<file path="config.mk">
export PLATFORM = sky130hd
export DESIGN_NAME = quadruplet_ratio_hinge_loss_top
export DESIGN_NICKNAME = d
export VERILOG_FILES = /design/src/rtl/core/qrhl_pkg.sv /design/src/rtl/core/qrhl_front.sv /design/src/rtl/core/qrhl_queue.sv /design/src/rtl/core/qrhl_div.sv /design/src/rtl/core/qrhl_back.sv /design/src/rtl/core/quadruplet_ratio_hinge_loss_top.sv
export SDC_FILE = /design/constraint.sdc
export NUM_CORES = 2
export LEC_CHECK = 0
export BUFFER_PORTS_ARGS = -buffer_cell sky130_fd_sc_hd__buf_2
export CORE_MARGIN = 2
export CORE_UTILIZATION = 58
export DETAILED_ROUTE_END_ITERATION = 16
export GPL_TIMING_DRIVEN = 0
export PLACE_DENSITY = 0.79
export SLEW_MARGIN = 0
export SYNTH_ARGS = -nofsm -noshare
export SYNTH_HDL_FRONTEND = slang
export SYNTH_HIERARCHICAL = 1
export SYNTH_SLANG_ARGS = --single-unit
export TNS_END_PERCENT = 50
</file>
<file path="constraint.sdc">
create_clock -name i_clk -period 17.5 [get_ports i_clk]
set_clock_uncertainty 0.2 [all_clocks]
set_input_delay 2.625 -clock i_clk [delete_from_list [all_inputs] [get_ports i_clk]]
set_output_delay 2.625 -clock i_clk [all_outputs]
set_load 0.005 [all_outputs]
</file>
<file path="src/rtl/core/qrhl_pkg.sv">
// Shared types and constants of the quadruplet ratio hinge loss block.
package qrhl_pkg;

    localparam int ELEM_W   = 16;
    localparam int SQ_W     = 32;
    localparam int DIST_W   = 48;
    localparam int GAIN_W   = 16;
    localparam int LOSS_W   = 32;
    localparam int TOTAL_W  = 40;
    localparam int COUNT_W  = 9;
    localparam int PROD_W   = 64;
    localparam int NUM_W    = 72;
    localparam int HALF_W   = 24;

    localparam int Q_DEPTH  = 4;
    localparam int Q_PTR_W  = $clog2(Q_DEPTH);
    localparam int Q_CNT_W  = $clog2(Q_DEPTH + 1);

    localparam int DIV_STEPS = 32;
    localparam int DIV_CNT_W = $clog2(DIV_STEPS);

    // One finished sample handed from the front to the back.
    typedef struct packed {
        logic [DIST_W-1:0] ref_dist;
        logic [DIST_W-1:0] cand_dist;
        logic              batch_end;
    } t_entry;

    // Divide request: quotient is floor(num / den), saturated to LOSS_W bits.
    typedef struct packed {
        logic              start;
        logic [NUM_W-1:0]  num;
        logic [DIST_W-1:0] den;
    } t_div_req;

    typedef struct packed {
        logic              done;
        logic [LOSS_W-1:0] quot;
    } t_div_rsp;

endpackage

</file>
<file path="src/rtl/core/qrhl_front.sv">
// Front end: squares the pair differences and accumulates the two distances.
module qrhl_front (
    input  logic                                i_clk,
    input  logic                                i_rst_n,
    input  logic                                i_in_valid,
    output logic                                o_in_stall,
    input  logic signed [qrhl_pkg::ELEM_W-1:0]  i_ref_first,
    input  logic signed [qrhl_pkg::ELEM_W-1:0]  i_ref_second,
    input  logic signed [qrhl_pkg::ELEM_W-1:0]  i_cand_first,
    input  logic signed [qrhl_pkg::ELEM_W-1:0]  i_cand_second,
    input  logic                                i_vector_end,
    input  logic                                i_batch_end,
    input  logic [qrhl_pkg::Q_CNT_W-1:0]        i_q_count,
    output logic                                o_push,
    output qrhl_pkg::t_entry                    o_entry
);

    localparam int DW = qrhl_pkg::DIST_W;
    localparam int SW = qrhl_pkg::SQ_W;
    localparam int CW = qrhl_pkg::Q_CNT_W;

    logic signed [qrhl_pkg::ELEM_W:0]     w_ref_d;
    logic signed [qrhl_pkg::ELEM_W:0]     w_cand_d;
    logic signed [2*qrhl_pkg::ELEM_W+1:0] w_ref_sq;
    logic signed [2*qrhl_pkg::ELEM_W+1:0] w_cand_sq;
    logic                                 w_accept;
    logic [CW-1:0]                        w_level;
    logic [DW:0]                          w_ref_sum;
    logic [DW:0]                          w_cand_sum;
    logic [DW-1:0]                        w_ref_next;
    logic [DW-1:0]                        w_cand_next;

    logic          r_a_valid;
    logic [SW-1:0] r_a_ref_sq;
    logic [SW-1:0] r_a_cand_sq;
    logic          r_a_vend;
    logic          r_a_bend;
    logic [DW-1:0] r_ref_sum;
    logic [DW-1:0] r_cand_sum;

    assign w_ref_d   = {i_ref_first[qrhl_pkg::ELEM_W-1], i_ref_first}
                     - {i_ref_second[qrhl_pkg::ELEM_W-1], i_ref_second};
    assign w_cand_d  = {i_cand_first[qrhl_pkg::ELEM_W-1], i_cand_first}
                     - {i_cand_second[qrhl_pkg::ELEM_W-1], i_cand_second};
    assign w_ref_sq  = w_ref_d * w_ref_d;
    assign w_cand_sq = w_cand_d * w_cand_d;

    assign o_push  = r_a_valid & r_a_vend;

    // Leave room for the sample in flight and the one accepted now.
    assign w_level    = i_q_count + CW'(o_push);
    assign o_in_stall = (w_level >= CW'(qrhl_pkg::Q_DEPTH));
    assign w_accept   = i_in_valid & ~o_in_stall;

    assign w_ref_sum   = {1'b0, r_ref_sum} + {{(DW+1-SW){1'b0}}, r_a_ref_sq};
    assign w_cand_sum  = {1'b0, r_cand_sum} + {{(DW+1-SW){1'b0}}, r_a_cand_sq};
    assign w_ref_next  = w_ref_sum[DW] ? {DW{1'b1}} : w_ref_sum[DW-1:0];
    assign w_cand_next = w_cand_sum[DW] ? {DW{1'b1}} : w_cand_sum[DW-1:0];

    assign o_entry.ref_dist  = w_ref_next;
    assign o_entry.cand_dist = w_cand_next;
    assign o_entry.batch_end = r_a_bend;

    always_ff @(posedge i_clk) begin
        if (!i_rst_n) begin
            r_a_valid  <= 1'b0;
            r_ref_sum  <= '0;
            r_cand_sum <= '0;
        end else begin
            r_a_valid <= w_accept;
            if (r_a_valid) begin
                if (r_a_vend) begin
                    r_ref_sum  <= '0;
                    r_cand_sum <= '0;
                end else begin
                    r_ref_sum  <= w_ref_next;
                    r_cand_sum <= w_cand_next;
                end
            end
        end
    end

    always_ff @(posedge i_clk) begin
        if (w_accept) begin
            r_a_ref_sq  <= w_ref_sq[SW-1:0];
            r_a_cand_sq <= w_cand_sq[SW-1:0];
            r_a_vend    <= i_vector_end;
            r_a_bend    <= i_batch_end & i_vector_end;
        end
    end

endmodule

</file>
<file path="src/rtl/core/qrhl_queue.sv">
// Short register queue of finished samples between front and back.
module qrhl_queue (
    input  logic                          i_clk,
    input  logic                          i_rst_n,
    input  logic                          i_push,
    input  qrhl_pkg::t_entry              i_entry,
    input  logic                          i_pop,
    output qrhl_pkg::t_entry              o_head,
    output logic                          o_empty,
    output logic [qrhl_pkg::Q_CNT_W-1:0]  o_count
);

    localparam int PW = qrhl_pkg::Q_PTR_W;
    localparam int CW = qrhl_pkg::Q_CNT_W;

    qrhl_pkg::t_entry r_mem [qrhl_pkg::Q_DEPTH];
    logic [PW-1:0]    r_wr;
    logic [PW-1:0]    r_rd;
    logic [CW-1:0]    r_count;

    function automatic logic [PW-1:0] f_next(input logic [PW-1:0] p);
        logic [PW-1:0] n;
        n = (p == PW'(qrhl_pkg::Q_DEPTH - 1)) ? '0 : p + PW'(1);
        return n;
    endfunction

    assign o_head  = r_mem[r_rd];
    assign o_empty = (r_count == '0);
    assign o_count = r_count;

    always_ff @(posedge i_clk) begin
        if (!i_rst_n) begin
            r_wr    <= '0;
            r_rd    <= '0;
            r_count <= '0;
        end else begin
            if (i_push) begin
                r_wr <= f_next(r_wr);
            end
            if (i_pop) begin
                r_rd <= f_next(r_rd);
            end
            r_count <= r_count + CW'(i_push) - CW'(i_pop);
        end
    end

    always_ff @(posedge i_clk) begin
        if (i_push) begin
            r_mem[r_wr] <= i_entry;
        end
    end

    a_no_overflow: assert property (@(posedge i_clk) disable iff (!i_rst_n)
        i_push |-> (r_count != CW'(qrhl_pkg::Q_DEPTH)))
        else $error("sample queue written while full");

    a_no_underflow: assert property (@(posedge i_clk) disable iff (!i_rst_n)
        i_pop |-> (r_count != '0))
        else $error("sample queue read while empty");

endmodule

</file>
<file path="src/rtl/core/qrhl_div.sv">
// Restoring divider, one quotient bit per cycle, saturating at 32 bits.
module qrhl_div (
    input  logic               i_clk,
    input  logic               i_rst_n,
    input  qrhl_pkg::t_div_req i_req,
    output qrhl_pkg::t_div_rsp o_rsp
);

    localparam int DW = qrhl_pkg::DIST_W;
    localparam int LW = qrhl_pkg::LOSS_W;
    localparam int NW = qrhl_pkg::NUM_W;
    localparam int KW = qrhl_pkg::DIV_CNT_W;

    logic [DW:0]   w_trial;
    logic [DW:0]   w_diff;
    logic          w_ge;
    logic          w_sat;

    logic          r_busy;
    logic          r_done;
    logic [KW-1:0] r_cnt;
    logic [DW-1:0] r_rem;
    logic [DW-1:0] r_den;
    logic [LW-1:0] r_lo;

    // Quotient would not fit when the upper dividend part reaches the divisor.
    assign w_sat   = {{(DW-(NW-LW)){1'b0}}, i_req.num[NW-1:LW]} >= i_req.den;
    assign w_trial = {r_rem, r_lo[LW-1]};
    assign w_diff  = w_trial - {1'b0, r_den};
    assign w_ge    = (w_trial >= {1'b0, r_den});

    assign o_rsp.done = r_done;
    assign o_rsp.quot = r_lo;

    always_ff @(posedge i_clk) begin
        if (!i_rst_n) begin
            r_busy <= 1'b0;
            r_done <= 1'b0;
            r_cnt  <= '0;
        end else begin
            r_done <= 1'b0;
            if (i_req.start) begin
                if (w_sat) begin
                    r_done <= 1'b1;
                end else begin
                    r_busy <= 1'b1;
                    r_cnt  <= KW'(qrhl_pkg::DIV_STEPS - 1);
                end
            end else if (r_busy) begin
                r_cnt <= r_cnt - KW'(1);
                if (r_cnt == '0) begin
                    r_busy <= 1'b0;
                    r_done <= 1'b1;
                end
            end
        end
    end

    always_ff @(posedge i_clk) begin
        if (i_req.start) begin
            r_den <= i_req.den;
            if (w_sat) begin
                r_lo <= '1;
            end else begin
                r_rem <= {{(DW-(NW-LW)){1'b0}}, i_req.num[NW-1:LW]};
                r_lo  <= i_req.num[LW-1:0];
            end
        end else if (r_busy) begin
            r_rem <= w_ge ? w_diff[DW-1:0] : w_trial[DW-1:0];
            r_lo  <= {r_lo[LW-2:0], w_ge};
        end
    end

    a_start_idle: assert property (@(posedge i_clk) disable iff (!i_rst_n)
        i_req.start |-> !r_busy)
        else $error("divide started while busy");

endmodule

</file>
<file path="src/rtl/core/qrhl_back.sv">
// Back end: ratio loss per sample, batch total and the result register.
module qrhl_back (
    input  logic                          i_clk,
    input  logic                          i_rst_n,
    input  logic                          i_cfg_valid,
    input  logic [qrhl_pkg::GAIN_W-1:0]   i_cfg_data,
    input  qrhl_pkg::t_entry              i_head,
    input  logic                          i_q_empty,
    output logic                          o_pop,
    output logic                          o_out_valid,
    input  logic                          i_out_stall,
    output logic [qrhl_pkg::LOSS_W-1:0]   o_sample_loss,
    output logic                          o_zero_reference,
    output logic                          o_batch_valid,
    output logic [qrhl_pkg::LOSS_W-1:0]   o_batch_loss
);

    localparam int DW = qrhl_pkg::DIST_W;
    localparam int GW = qrhl_pkg::GAIN_W;
    localparam int LW = qrhl_pkg::LOSS_W;
    localparam int TW = qrhl_pkg::TOTAL_W;
    localparam int CW = qrhl_pkg::COUNT_W;
    localparam int PW = qrhl_pkg::PROD_W;
    localparam int NW = qrhl_pkg::NUM_W;
    localparam int HW = qrhl_pkg::HALF_W;

    localparam logic [3:0] S_IDLE       = 4'd0;
    localparam logic [3:0] S_MUL_LO     = 4'd1;
    localparam logic [3:0] S_MUL_HI     = 4'd2;
    localparam logic [3:0] S_SUM        = 4'd3;
    localparam logic [3:0] S_LOSS_GO    = 4'd4;
    localparam logic [3:0] S_LOSS_WAIT  = 4'd5;
    localparam logic [3:0] S_ACCUM      = 4'd6;
    localparam logic [3:0] S_BATCH_GO   = 4'd7;
    localparam logic [3:0] S_BATCH_WAIT = 4'd8;
    localparam logic [3:0] S_OUT        = 4'd9;

    logic [3:0]    r_state;
    logic [GW-1:0] r_gain;
    logic [DW-1:0] r_old;
    logic [DW-1:0] r_gap;
    logic          r_bend;
    logic [GW+HW-1:0] r_plo;
    logic [GW+HW-1:0] r_phi;
    logic [PW-1:0] r_n;
    logic [LW-1:0] r_loss;
    logic          r_zero;
    logic [LW-1:0] r_blos;
    logic [TW-1:0] r_total;
    logic [CW-1:0] r_count;

    logic          r_out_valid;
    logic [LW-1:0] r_o_loss;
    logic          r_o_zero;
    logic          r_o_bvalid;
    logic [LW-1:0] r_o_blos;

    logic [GW+HW-1:0]   w_mul;
    logic [TW:0]        w_total_sum;
    logic               w_load;
    qrhl_pkg::t_div_req w_div_req;
    qrhl_pkg::t_div_rsp w_div_rsp;

    // One shared multiplier over the two halves of the distance gap.
    assign w_mul = r_gain * ((r_state == S_MUL_LO) ? r_gap[HW-1:0] : r_gap[DW-1:HW]);

    assign w_total_sum = {1'b0, r_total} + {{(TW+1-LW){1'b0}}, r_loss};
    assign w_load      = (r_state == S_OUT) && (!r_out_valid || !i_out_stall);
    assign o_pop       = (r_state == S_IDLE) && !i_q_empty;

    assign w_div_req.start = (r_state == S_LOSS_GO) || (r_state == S_BATCH_GO);
    assign w_div_req.num   = (r_state == S_LOSS_GO) ? {r_n, {(NW-PW){1'b0}}}
                                                    : {{(NW-TW){1'b0}}, r_total};
    assign w_div_req.den   = (r_state == S_LOSS_GO) ? r_old
                                                    : {{(DW-CW-1){1'b0}}, r_count, 1'b0};

    qrhl_div u_div (
        .i_clk   (i_clk),
        .i_rst_n (i_rst_n),
        .i_req   (w_div_req),
        .o_rsp   (w_div_rsp)
    );

    always_ff @(posedge i_clk) begin
        if (!i_rst_n) begin
            r_state <= S_IDLE;
            r_gain  <= GW'(256);
            r_total <= '0;
            r_count <= '0;
        end else begin
            if (i_cfg_valid) begin
                r_gain <= i_cfg_data;
            end
            unique case (r_state)
                S_IDLE: begin
                    if (!i_q_empty) begin
                        if (i_head.ref_dist == '0) begin
                            r_state <= S_ACCUM;
                        end else if (i_head.cand_dist <= i_head.ref_dist) begin
                            r_state <= S_ACCUM;
                        end else begin
                            r_state <= S_MUL_LO;
                        end
                    end
                end
                S_MUL_LO:  r_state <= S_MUL_HI;
                S_MUL_HI:  r_state <= S_SUM;
                S_SUM:     r_state <= S_LOSS_GO;
                S_LOSS_GO: r_state <= S_LOSS_WAIT;
                S_LOSS_WAIT: begin
                    if (w_div_rsp.done) begin
                        r_state <= S_ACCUM;
                    end
                end
                S_ACCUM: begin
                    r_total <= w_total_sum[TW] ? {TW{1'b1}} : w_total_sum[TW-1:0];
                    if (r_count != {CW{1'b1}}) begin
                        r_count <= r_count + CW'(1);
                    end
                    r_state <= r_bend ? S_BATCH_GO : S_OUT;
                end
                S_BATCH_GO: r_state <= S_BATCH_WAIT;
                S_BATCH_WAIT: begin
                    if (w_div_rsp.done) begin
                        r_total <= '0;
                        r_count <= '0;
                        r_state <= S_OUT;
                    end
                end
                S_OUT: begin
                    if (w_load) begin
                        r_state <= S_IDLE;
                    end
                end
                default: r_state <= S_IDLE;
            endcase
        end
    end

    always_ff @(posedge i_clk) begin
        unique case (r_state)
            S_IDLE: begin
                r_old  <= i_head.ref_dist;
                r_gap  <= i_head.cand_dist - i_head.ref_dist;
                r_bend <= i_head.batch_end;
                r_zero <= (i_head.ref_dist == '0);
                r_loss <= (i_head.ref_dist == '0) ? {LW{1'b1}} : '0;
                r_blos <= '0;
            end
            S_MUL_LO: r_plo <= w_mul;
            S_MUL_HI: r_phi <= w_mul;
            S_SUM:    r_n   <= {r_phi, {HW{1'b0}}} + {{(PW-GW-HW){1'b0}}, r_plo};
            S_LOSS_WAIT: begin
                if (w_div_rsp.done) begin
                    r_loss <= w_div_rsp.quot;
                end
            end
            S_BATCH_WAIT: begin
                if (w_div_rsp.done) begin
                    r_blos <= w_div_rsp.quot;
                end
            end
            default: begin
            end
        endcase
    end

    // Result register: hold while stalled, drop once taken.
    always_ff @(posedge i_clk) begin
        if (!i_rst_n) begin
            r_out_valid <= 1'b0;
        end else if (w_load) begin
            r_out_valid <= 1'b1;
        end else if (!i_out_stall) begin
            r_out_valid <= 1'b0;
        end
    end

    always_ff @(posedge i_clk) begin
        if (w_load) begin
            r_o_loss   <= r_loss;
            r_o_zero   <= r_zero;
            r_o_bvalid <= r_bend;
            r_o_blos   <= r_blos;
        end
    end

    assign o_out_valid      = r_out_valid;
    assign o_sample_loss    = r_o_loss;
    assign o_zero_reference = r_o_zero;
    assign o_batch_valid    = r_o_bvalid;
    assign o_batch_loss     = r_o_blos;

    a_zero_saturates: assert property (@(posedge i_clk) disable iff (!i_rst_n)
        (o_out_valid && o_zero_reference) |-> (o_sample_loss == {LW{1'b1}}))
        else $error("zero reference without saturated loss");

    a_batch_loss_idle: assert property (@(posedge i_clk) disable iff (!i_rst_n)
        (o_out_valid && !o_batch_valid) |-> (o_batch_loss == '0))
        else $error("batch loss set outside batch end");

endmodule

</file>
<file path="src/rtl/core/quadruplet_ratio_hinge_loss_top.sv">
// Top level of the quadruplet distance ratio hinge loss block.
//
//   channel | direction | handshake                  | payload
//   --------+-----------+----------------------------+-------------------------------------
//   in      | request   | i_in_valid / o_in_stall    | four Q4.12 elements, vector/batch end
//   out     | result    | o_out_valid / i_out_stall  | sample loss, zero flag, batch loss
//   cfg     | write     | i_cfg_valid / o_cfg_ready  | margin gain, Q8.8
//
// The front takes one element per cycle unless stalled; a sample end is queued (four deep)
// for the back. The back takes a new sample only once the last result is loaded; the
// one-bit-per-cycle divider forms the sample loss when one is due and, at a batch end,
// the batch loss, and the back also waits while the result register is stalled.
// Reset is synchronous, active low; nothing needs a clearing pass.
// Input stalls while the sample queue, counting a sample about to enter, is full;
// the result register frees the back.
module quadruplet_ratio_hinge_loss_top (
    input  logic                                i_clk,
    input  logic                                i_rst_n,
    input  logic                                i_in_valid,
    output logic                                o_in_stall,
    input  logic signed [qrhl_pkg::ELEM_W-1:0]  i_ref_first,
    input  logic signed [qrhl_pkg::ELEM_W-1:0]  i_ref_second,
    input  logic signed [qrhl_pkg::ELEM_W-1:0]  i_cand_first,
    input  logic signed [qrhl_pkg::ELEM_W-1:0]  i_cand_second,
    input  logic                                i_vector_end,
    input  logic                                i_batch_end,
    output logic                                o_out_valid,
    input  logic                                i_out_stall,
    output logic [qrhl_pkg::LOSS_W-1:0]         o_sample_loss,
    output logic                                o_zero_reference,
    output logic                                o_batch_valid,
    output logic [qrhl_pkg::LOSS_W-1:0]         o_batch_loss,
    input  logic                                i_cfg_valid,
    output logic                                o_cfg_ready,
    input  logic [qrhl_pkg::GAIN_W-1:0]         i_cfg_data
);

    logic                           w_push;
    logic                           w_pop;
    logic                           w_empty;
    logic [qrhl_pkg::Q_CNT_W-1:0]   w_count;
    qrhl_pkg::t_entry               w_entry;
    qrhl_pkg::t_entry               w_head;

    assign o_cfg_ready = 1'b1;

    qrhl_front u_front (
        .i_clk         (i_clk),
        .i_rst_n       (i_rst_n),
        .i_in_valid    (i_in_valid),
        .o_in_stall    (o_in_stall),
        .i_ref_first   (i_ref_first),
        .i_ref_second  (i_ref_second),
        .i_cand_first  (i_cand_first),
        .i_cand_second (i_cand_second),
        .i_vector_end  (i_vector_end),
        .i_batch_end   (i_batch_end),
        .i_q_count     (w_count),
        .o_push        (w_push),
        .o_entry       (w_entry)
    );

    qrhl_queue u_queue (
        .i_clk   (i_clk),
        .i_rst_n (i_rst_n),
        .i_push  (w_push),
        .i_entry (w_entry),
        .i_pop   (w_pop),
        .o_head  (w_head),
        .o_empty (w_empty),
        .o_count (w_count)
    );

    qrhl_back u_back (
        .i_clk            (i_clk),
        .i_rst_n          (i_rst_n),
        .i_cfg_valid      (i_cfg_valid),
        .i_cfg_data       (i_cfg_data),
        .i_head           (w_head),
        .i_q_empty        (w_empty),
        .o_pop            (w_pop),
        .o_out_valid      (o_out_valid),
        .i_out_stall      (i_out_stall),
        .o_sample_loss    (o_sample_loss),
        .o_zero_reference (o_zero_reference),
        .o_batch_valid    (o_batch_valid),
        .o_batch_loss     (o_batch_loss)
    );

endmodule
</file>
# == Yosys cells after proc, flatten, opt, wreduce, memory -nomap -nowiden ==
# Memories as Yosys holds them, arrays and structs flattened. A register that Yosys moved wholly into a read port is not among the register bits.
# Cells that the tools add are included.
# word_totals
ff_bits,747
ram_bits,388
out_inout_bits,69
n_memories,1
# mem_list
name,depth,width,rd,rd_ports_with_merged_regs,wr,line,text
u_queue.r_mem,4,97,1,1,1,qrhl_queue.sv:16,qrhl_pkg::t_entry r_mem [qrhl_pkg::Q_DEPTH];
# op_classes
add_sub_neg,14
mul,3
magnitude_cmp,4
n_eq_ne,19
n_mux,51
bitwise,4
n_reduce_logical,21
# op_table
cell,n
two-way mux 48 bit,9
two-way mux 32 bit,5
one-hot mux 32 bit (2 select lines),2
adder 48 x 32 -> 49 bit,2
subtractor 48 bit,2
two-way mux 40 bit,2
one-hot mux 40 bit (2 select lines),1
two-way mux 72 bit,1
adder 64 x 40 -> 64 bit,1
multiplier 17 x 17 -> 32 bit,2
greater-or-equal comparator 49 x 48 -> 1 bit,1
greater-or-equal comparator 40 x 48 -> 1 bit,1
less-or-equal comparator 48 bit,1
logical NOT 48 bit,1
adder 40 x 32 -> 41 bit,1
multiplier 16 x 40 -> 40 bit,1
one-hot mux 4 bit (10 select lines),1
subtractor 16 x 16 -> 17 bit,2
two-way mux 24 bit,1
two-way mux 4 bit,6
two-way mux 9 bit,2
one-hot mux 9 bit (2 select lines),1
== test 4 x 3 -> 1 bit (second input constant),4
two-way mux 5 bit,3
other kinds (28),63

# == Logic depth before layout (Yosys ltp) ==
# depth
ltp_word,5
mapped_depth,35
depth_no_buf,34

# == Modules after synthesis ==
# The synthesis kept the hierarchy.
# modules_own_cells
mod,n_inst,cells_per_inst,area_per_inst_um2,seq_area_each_um2
qrhl_back,1,3320,34414.3,12572.1
qrhl_front,1,3303,29602.1,3863.7
qrhl_queue,1,550,14436.3,11831.3
qrhl_div,1,1015,9609.2,3983.8
quadruplet_ratio_hinge_loss_top,1,2,11.3,0.0

# == Worst setup path after synthesis ==
# Ideal clock, no wire load.
# synth_path
path_type,input to register
from,input port i_cand_second[1] (netlist bit)
to,register u_front.r_a_cand_sq[31] (data pin)
setup_ns,0.268
arrival_ns,10.022
t_required_ns,17.032
path_slack_ns,7.011
path_stages,32
path_cell_list,inv_1 > ha_1 > nor2b_1 > o21a_1 > o21ai_2 > a21oi_1 > a311o_1 > xnor2_1 > inv_1 > clkbuf_1 > nand2_1 > inv_1 > fa_1 > inv_1 > fa_1 > fa_1 > inv_1 > fa_1 > inv_1 > fa_1 > inv_1 > fa_1 > ha_1 > a21oi_1 > a21boi_0 > a2111oi_0 > nor2_1 > a31oi_1 > o21ai_0 > o31ai_1 > a21oi_1 > xnor3_1
# synth_between
elab_chain_cells,2
# synth_lines
item,line,text
start: declaration,quadruplet_ratio_hinge_loss_top.sv:24,"input logic signed [qrhl_pkg::ELEM_W-1:0] i_cand_second,"
subtractor 16 x 16 -> 17 bit,qrhl_front.sv:44,"- {i_cand_second[qrhl_pkg::ELEM_W-1], i_cand_second};"
multiplier 17 x 17 -> 32 bit,qrhl_front.sv:46,assign w_cand_sq = w_cand_d * w_cand_d;
"net u_front.w_cand_sq, one bit",qrhl_front.sv:25,logic signed [2*qrhl_pkg::ELEM_W+1:0] w_cand_sq;
end signal: assignment,qrhl_front.sv:86,r_a_cand_sq <= w_cand_sq[SW-1:0];
end: declaration,qrhl_front.sv:35,logic [SW-1:0] r_a_cand_sq;
# The timed path passes the listed nets, and every way through them passes these cells.
# A chain may end at the register's enable or synchronous reset.

# == Final worst setup path ==
# Ends and elaborated chain as after synthesis.

==> key figures <==
STA
  – Unrepaired setup endpoints after global routing: false
  – Worst-margin pin slew: 1.45 ns
  – Final setup vio count: 0
  – Worst hold slack: 0.186 ns
  – Period utilisation layout: 0.657
  – Worst rel slew slack: 0.0267
  – Fmax: 0.0869 GHz
  – Min cycle time layout: 11.50 ns
  – Sum Neg Setup Slack: 0 ns
  – Final hold viol count: 0
  – Final Max Slew Viols: 0

Floorplan
  – Boundary pin count: 156
  – Die W: 394 um
  – Die Y: 394 um
  – Starting Density: 0.582
  – Die area: 0.155 mm^2
  – Rows: 143
  – Core area: 0.151 mm^2

Placement
  – PortBufs: between 150 and 200
  – Detailed Place HPWL: 178000 um
  – Placer congestion estimate: 1.00

Synthesis
  – Avg Inst Size Synth: ~11 um^2
  – Post-synthesis cell type count: 111
  – Register bit total from synthesis: roughly 1100
  – Async SR Flop Fraction: 0
  – Synthesis Warnings: 6
  – Syn nets: 9665
  – Synthesized cell area: between 0.08 and 0.09 mm^2
  – Main synth FF type: edfxtp_1
  – Seq/Total Area, Yosys: 0.366
  – EDFF count, synth: roughly 950
  – Syn Inst Count: slightly above 8000

Routing
  – Post-DR vias/cell: 5.92
  – Antenna-violating nets left: 0
  – Detailed Route WL: 228000 um
  – Post-DR wirelength/cell: 21.5 um
  – Initial drt markers: approximately 5400
  – Via Count: 62800
  – Drt drc: 0
  – Pre-Repair DR Iteration Count: 7

Critical path
  – CP required: around 18 ns
  – Worst reg2reg path endpoint: u_back/r_phi[38]
  – Slowest stage cell, crit path: xnor2_1
  – Worst-path maximum fanout: 10
  – Worst path arrival time: between 10 and 15 ns
  – R2R setup slack: between 7 and 8 ns
  – CP endpoint kind: flop
  – Reg2Reg Launch Point: u_back/r_state[2]
  – Slowest cell delay on critical path: approximately 0.86 ns
  – Critical Path Source Type: input pin
  – Worst path most repeated cell: inv_1
  – R2R depth: 26
  – Kind of critical path: in -> reg

Cells and area
  – Commonest non-fill, non-tap cell in the layout: inv_1
  – Most frequent cells in the layout: inv_1 (1294), edfxtp_1 (952), fa_1 (827), nand2_1 (745), ha_1 (561)
  – Final Util: 0.632
  – P&R area growth vs syn: 8.65%
  – Layout Nets: ~10000
  – Share of layout cells above drive strength 1: 0.0837

Clock network
  – Worst-case clock buffer depth: 3
  – H-tree levels: 3
  – Post-cts resize count: 0
  – Clk slew on worst S/H paths: 0.06 ns
  – Clk sink count: around 1100
  – Postcts setup bufs: 0
  – CTS tree: yes
  – # hold bufs at CTS: 0
  – Skew-Pair Late Insertion Delay: around 0.77 ns
  – Root Buffer: clkbuf_16
  – Cts bufs inserted: 114

GRT
  – Pin count of the biggest net entering global routing: 64
  – First-pass GRT wire length: 360000 um
  – Antenna violations before repair: 8
  – Global route overflow: 0
  – Vias in the first global route: 65200
  – GRT Total Usage: 0.297

Hold path
  – WHS Endpoint: u_back/o_batch_loss[28]
  – Min-delay src: u_back/r_blos[28]
  – Hold Crit Depth: 0
  – Hold WC Path Type: reg -> reg

Outcome
  – Outcome: finished clean

Job
  – MaxCap Viol Count: 0
-- cell usage after synthesis (all sizes together) (99+ instances only) --
| library cell | count | share of area |
|---|---|---|
| xnor2 | 218 | 0.022 |
| and3 | 99 | 0.0070 |
| nand2 | 745 | 0.032 |
| o21ai | 268 | 0.015 |
| nor2 | 463 | 0.020 |
| inv | 1299 | 0.055 |
| edfxtp | 952 | 0.32 |
| nand3 | 118 | 0.0068 |
| ha | 561 | 0.080 |
| a21o | 222 | 0.019 |
| xor2 | 134 | 0.013 |
| and2 | 286 | 0.020 |
| dfxtp | 183 | 0.042 |
| clkbuf | 226 | 0.0097 |
| a21oi | 334 | 0.019 |
| fa | 827 | 0.19 |
-- worst max-delay path by stage --
stage               slack, ns             start                 endpoint
finish                   6.00  i_cand_second[1]  u_front/r_a_cand_sq[31]
global route             5.31  i_cand_second[1]  u_front/r_a_cand_sq[31]
CTS                      6.15  i_cand_second[1]  u_front/r_a_cand_sq[31]
detailed placement       5.38  i_cand_second[1]  u_front/r_a_cand_sq[31]
global placement         5.47  i_cand_second[1]  u_front/r_a_cand_sq[31]
floorplan                7.01  i_cand_second[1]  u_front/r_a_cand_sq[31]
-- area by class of cell --
cell class,count,area (um^2)
inverters,1310,4920
flip-flops and latches,1135,32300
clock buffers,152,3100
multi-input cells,5452,49700
plain buffers,293,1280
well taps,2030,2540
clock inverters,65,798
repair buffers,170,1100
fillers,11700,55700
diodes,3,7.51
-- metrics by stage --
| step | cells | cell area [um^2] | setup slack [ns] |
|---|---|---|---|
| final | 10600 | 95700 | 6.00 |
| after global routing | 10600 | 95700 | 5.31 |
| after CTS | 10600 | 95700 | 6.15 |
| after detailed placement | 10400 | 91800 | 5.38 |
| after global placement | 10400 | 91400 | 5.47 |
| after floorplan | 8190 | 88100 | 7.01 |
-- flip-flops by register name, indices dropped and copies added, names as in the netlist, 48 cells and up, named ones only --
register and flops:
u_back/r_n 64, u_front/r_ref_sum 48, u_back/r_old 48, u_back/u_div/r_den 48, u_queue/r_mem 388, u_back/u_div/r_rem 48, u_back/r_gap 48, u_front/r_cand_sum 48
-- critical path, delay by kind of cell --
family	cells	cell delay (ns)
adder cells (fa/ha/maj)	8	3.67
AO/OA/AOI/OAI	11	2.74
AND/OR/NAND/NOR	3	0.61
XOR/XNOR	2	1.21
buffers and inverters	9	0.93
-- per-layer routing --
layer	vias up	global-route usage	part of all wire
met2	2649	0.506	0.49
met4	4	0.150	0.057
met3	649	0.0458	0.077
li1	28300	-	-
met1	31200	0.367	0.37
met5	-	0	0.00015
-- cells by family (layout without fill, tap and decap cells) --
logic type               count (synthesis)  in the layout  synth area share
AND/OR/NAND/NOR                       2128           2128             0.116
buffers and inverters                 1603           1990            0.0703
adder cells (fa/ha/maj)               1388           1388             0.268
AO/OA/AOI/OAI                         1356           1356             0.104
flip-flops                            1135           1135             0.366
XOR/XNOR                               354            354            0.0355
multiplexers                           225            225            0.0407
other                                    1              4         0.0000426
Power is not shown: default switching activity piles up to over one toggle a cycle in this logic, so the estimate is an artifact.
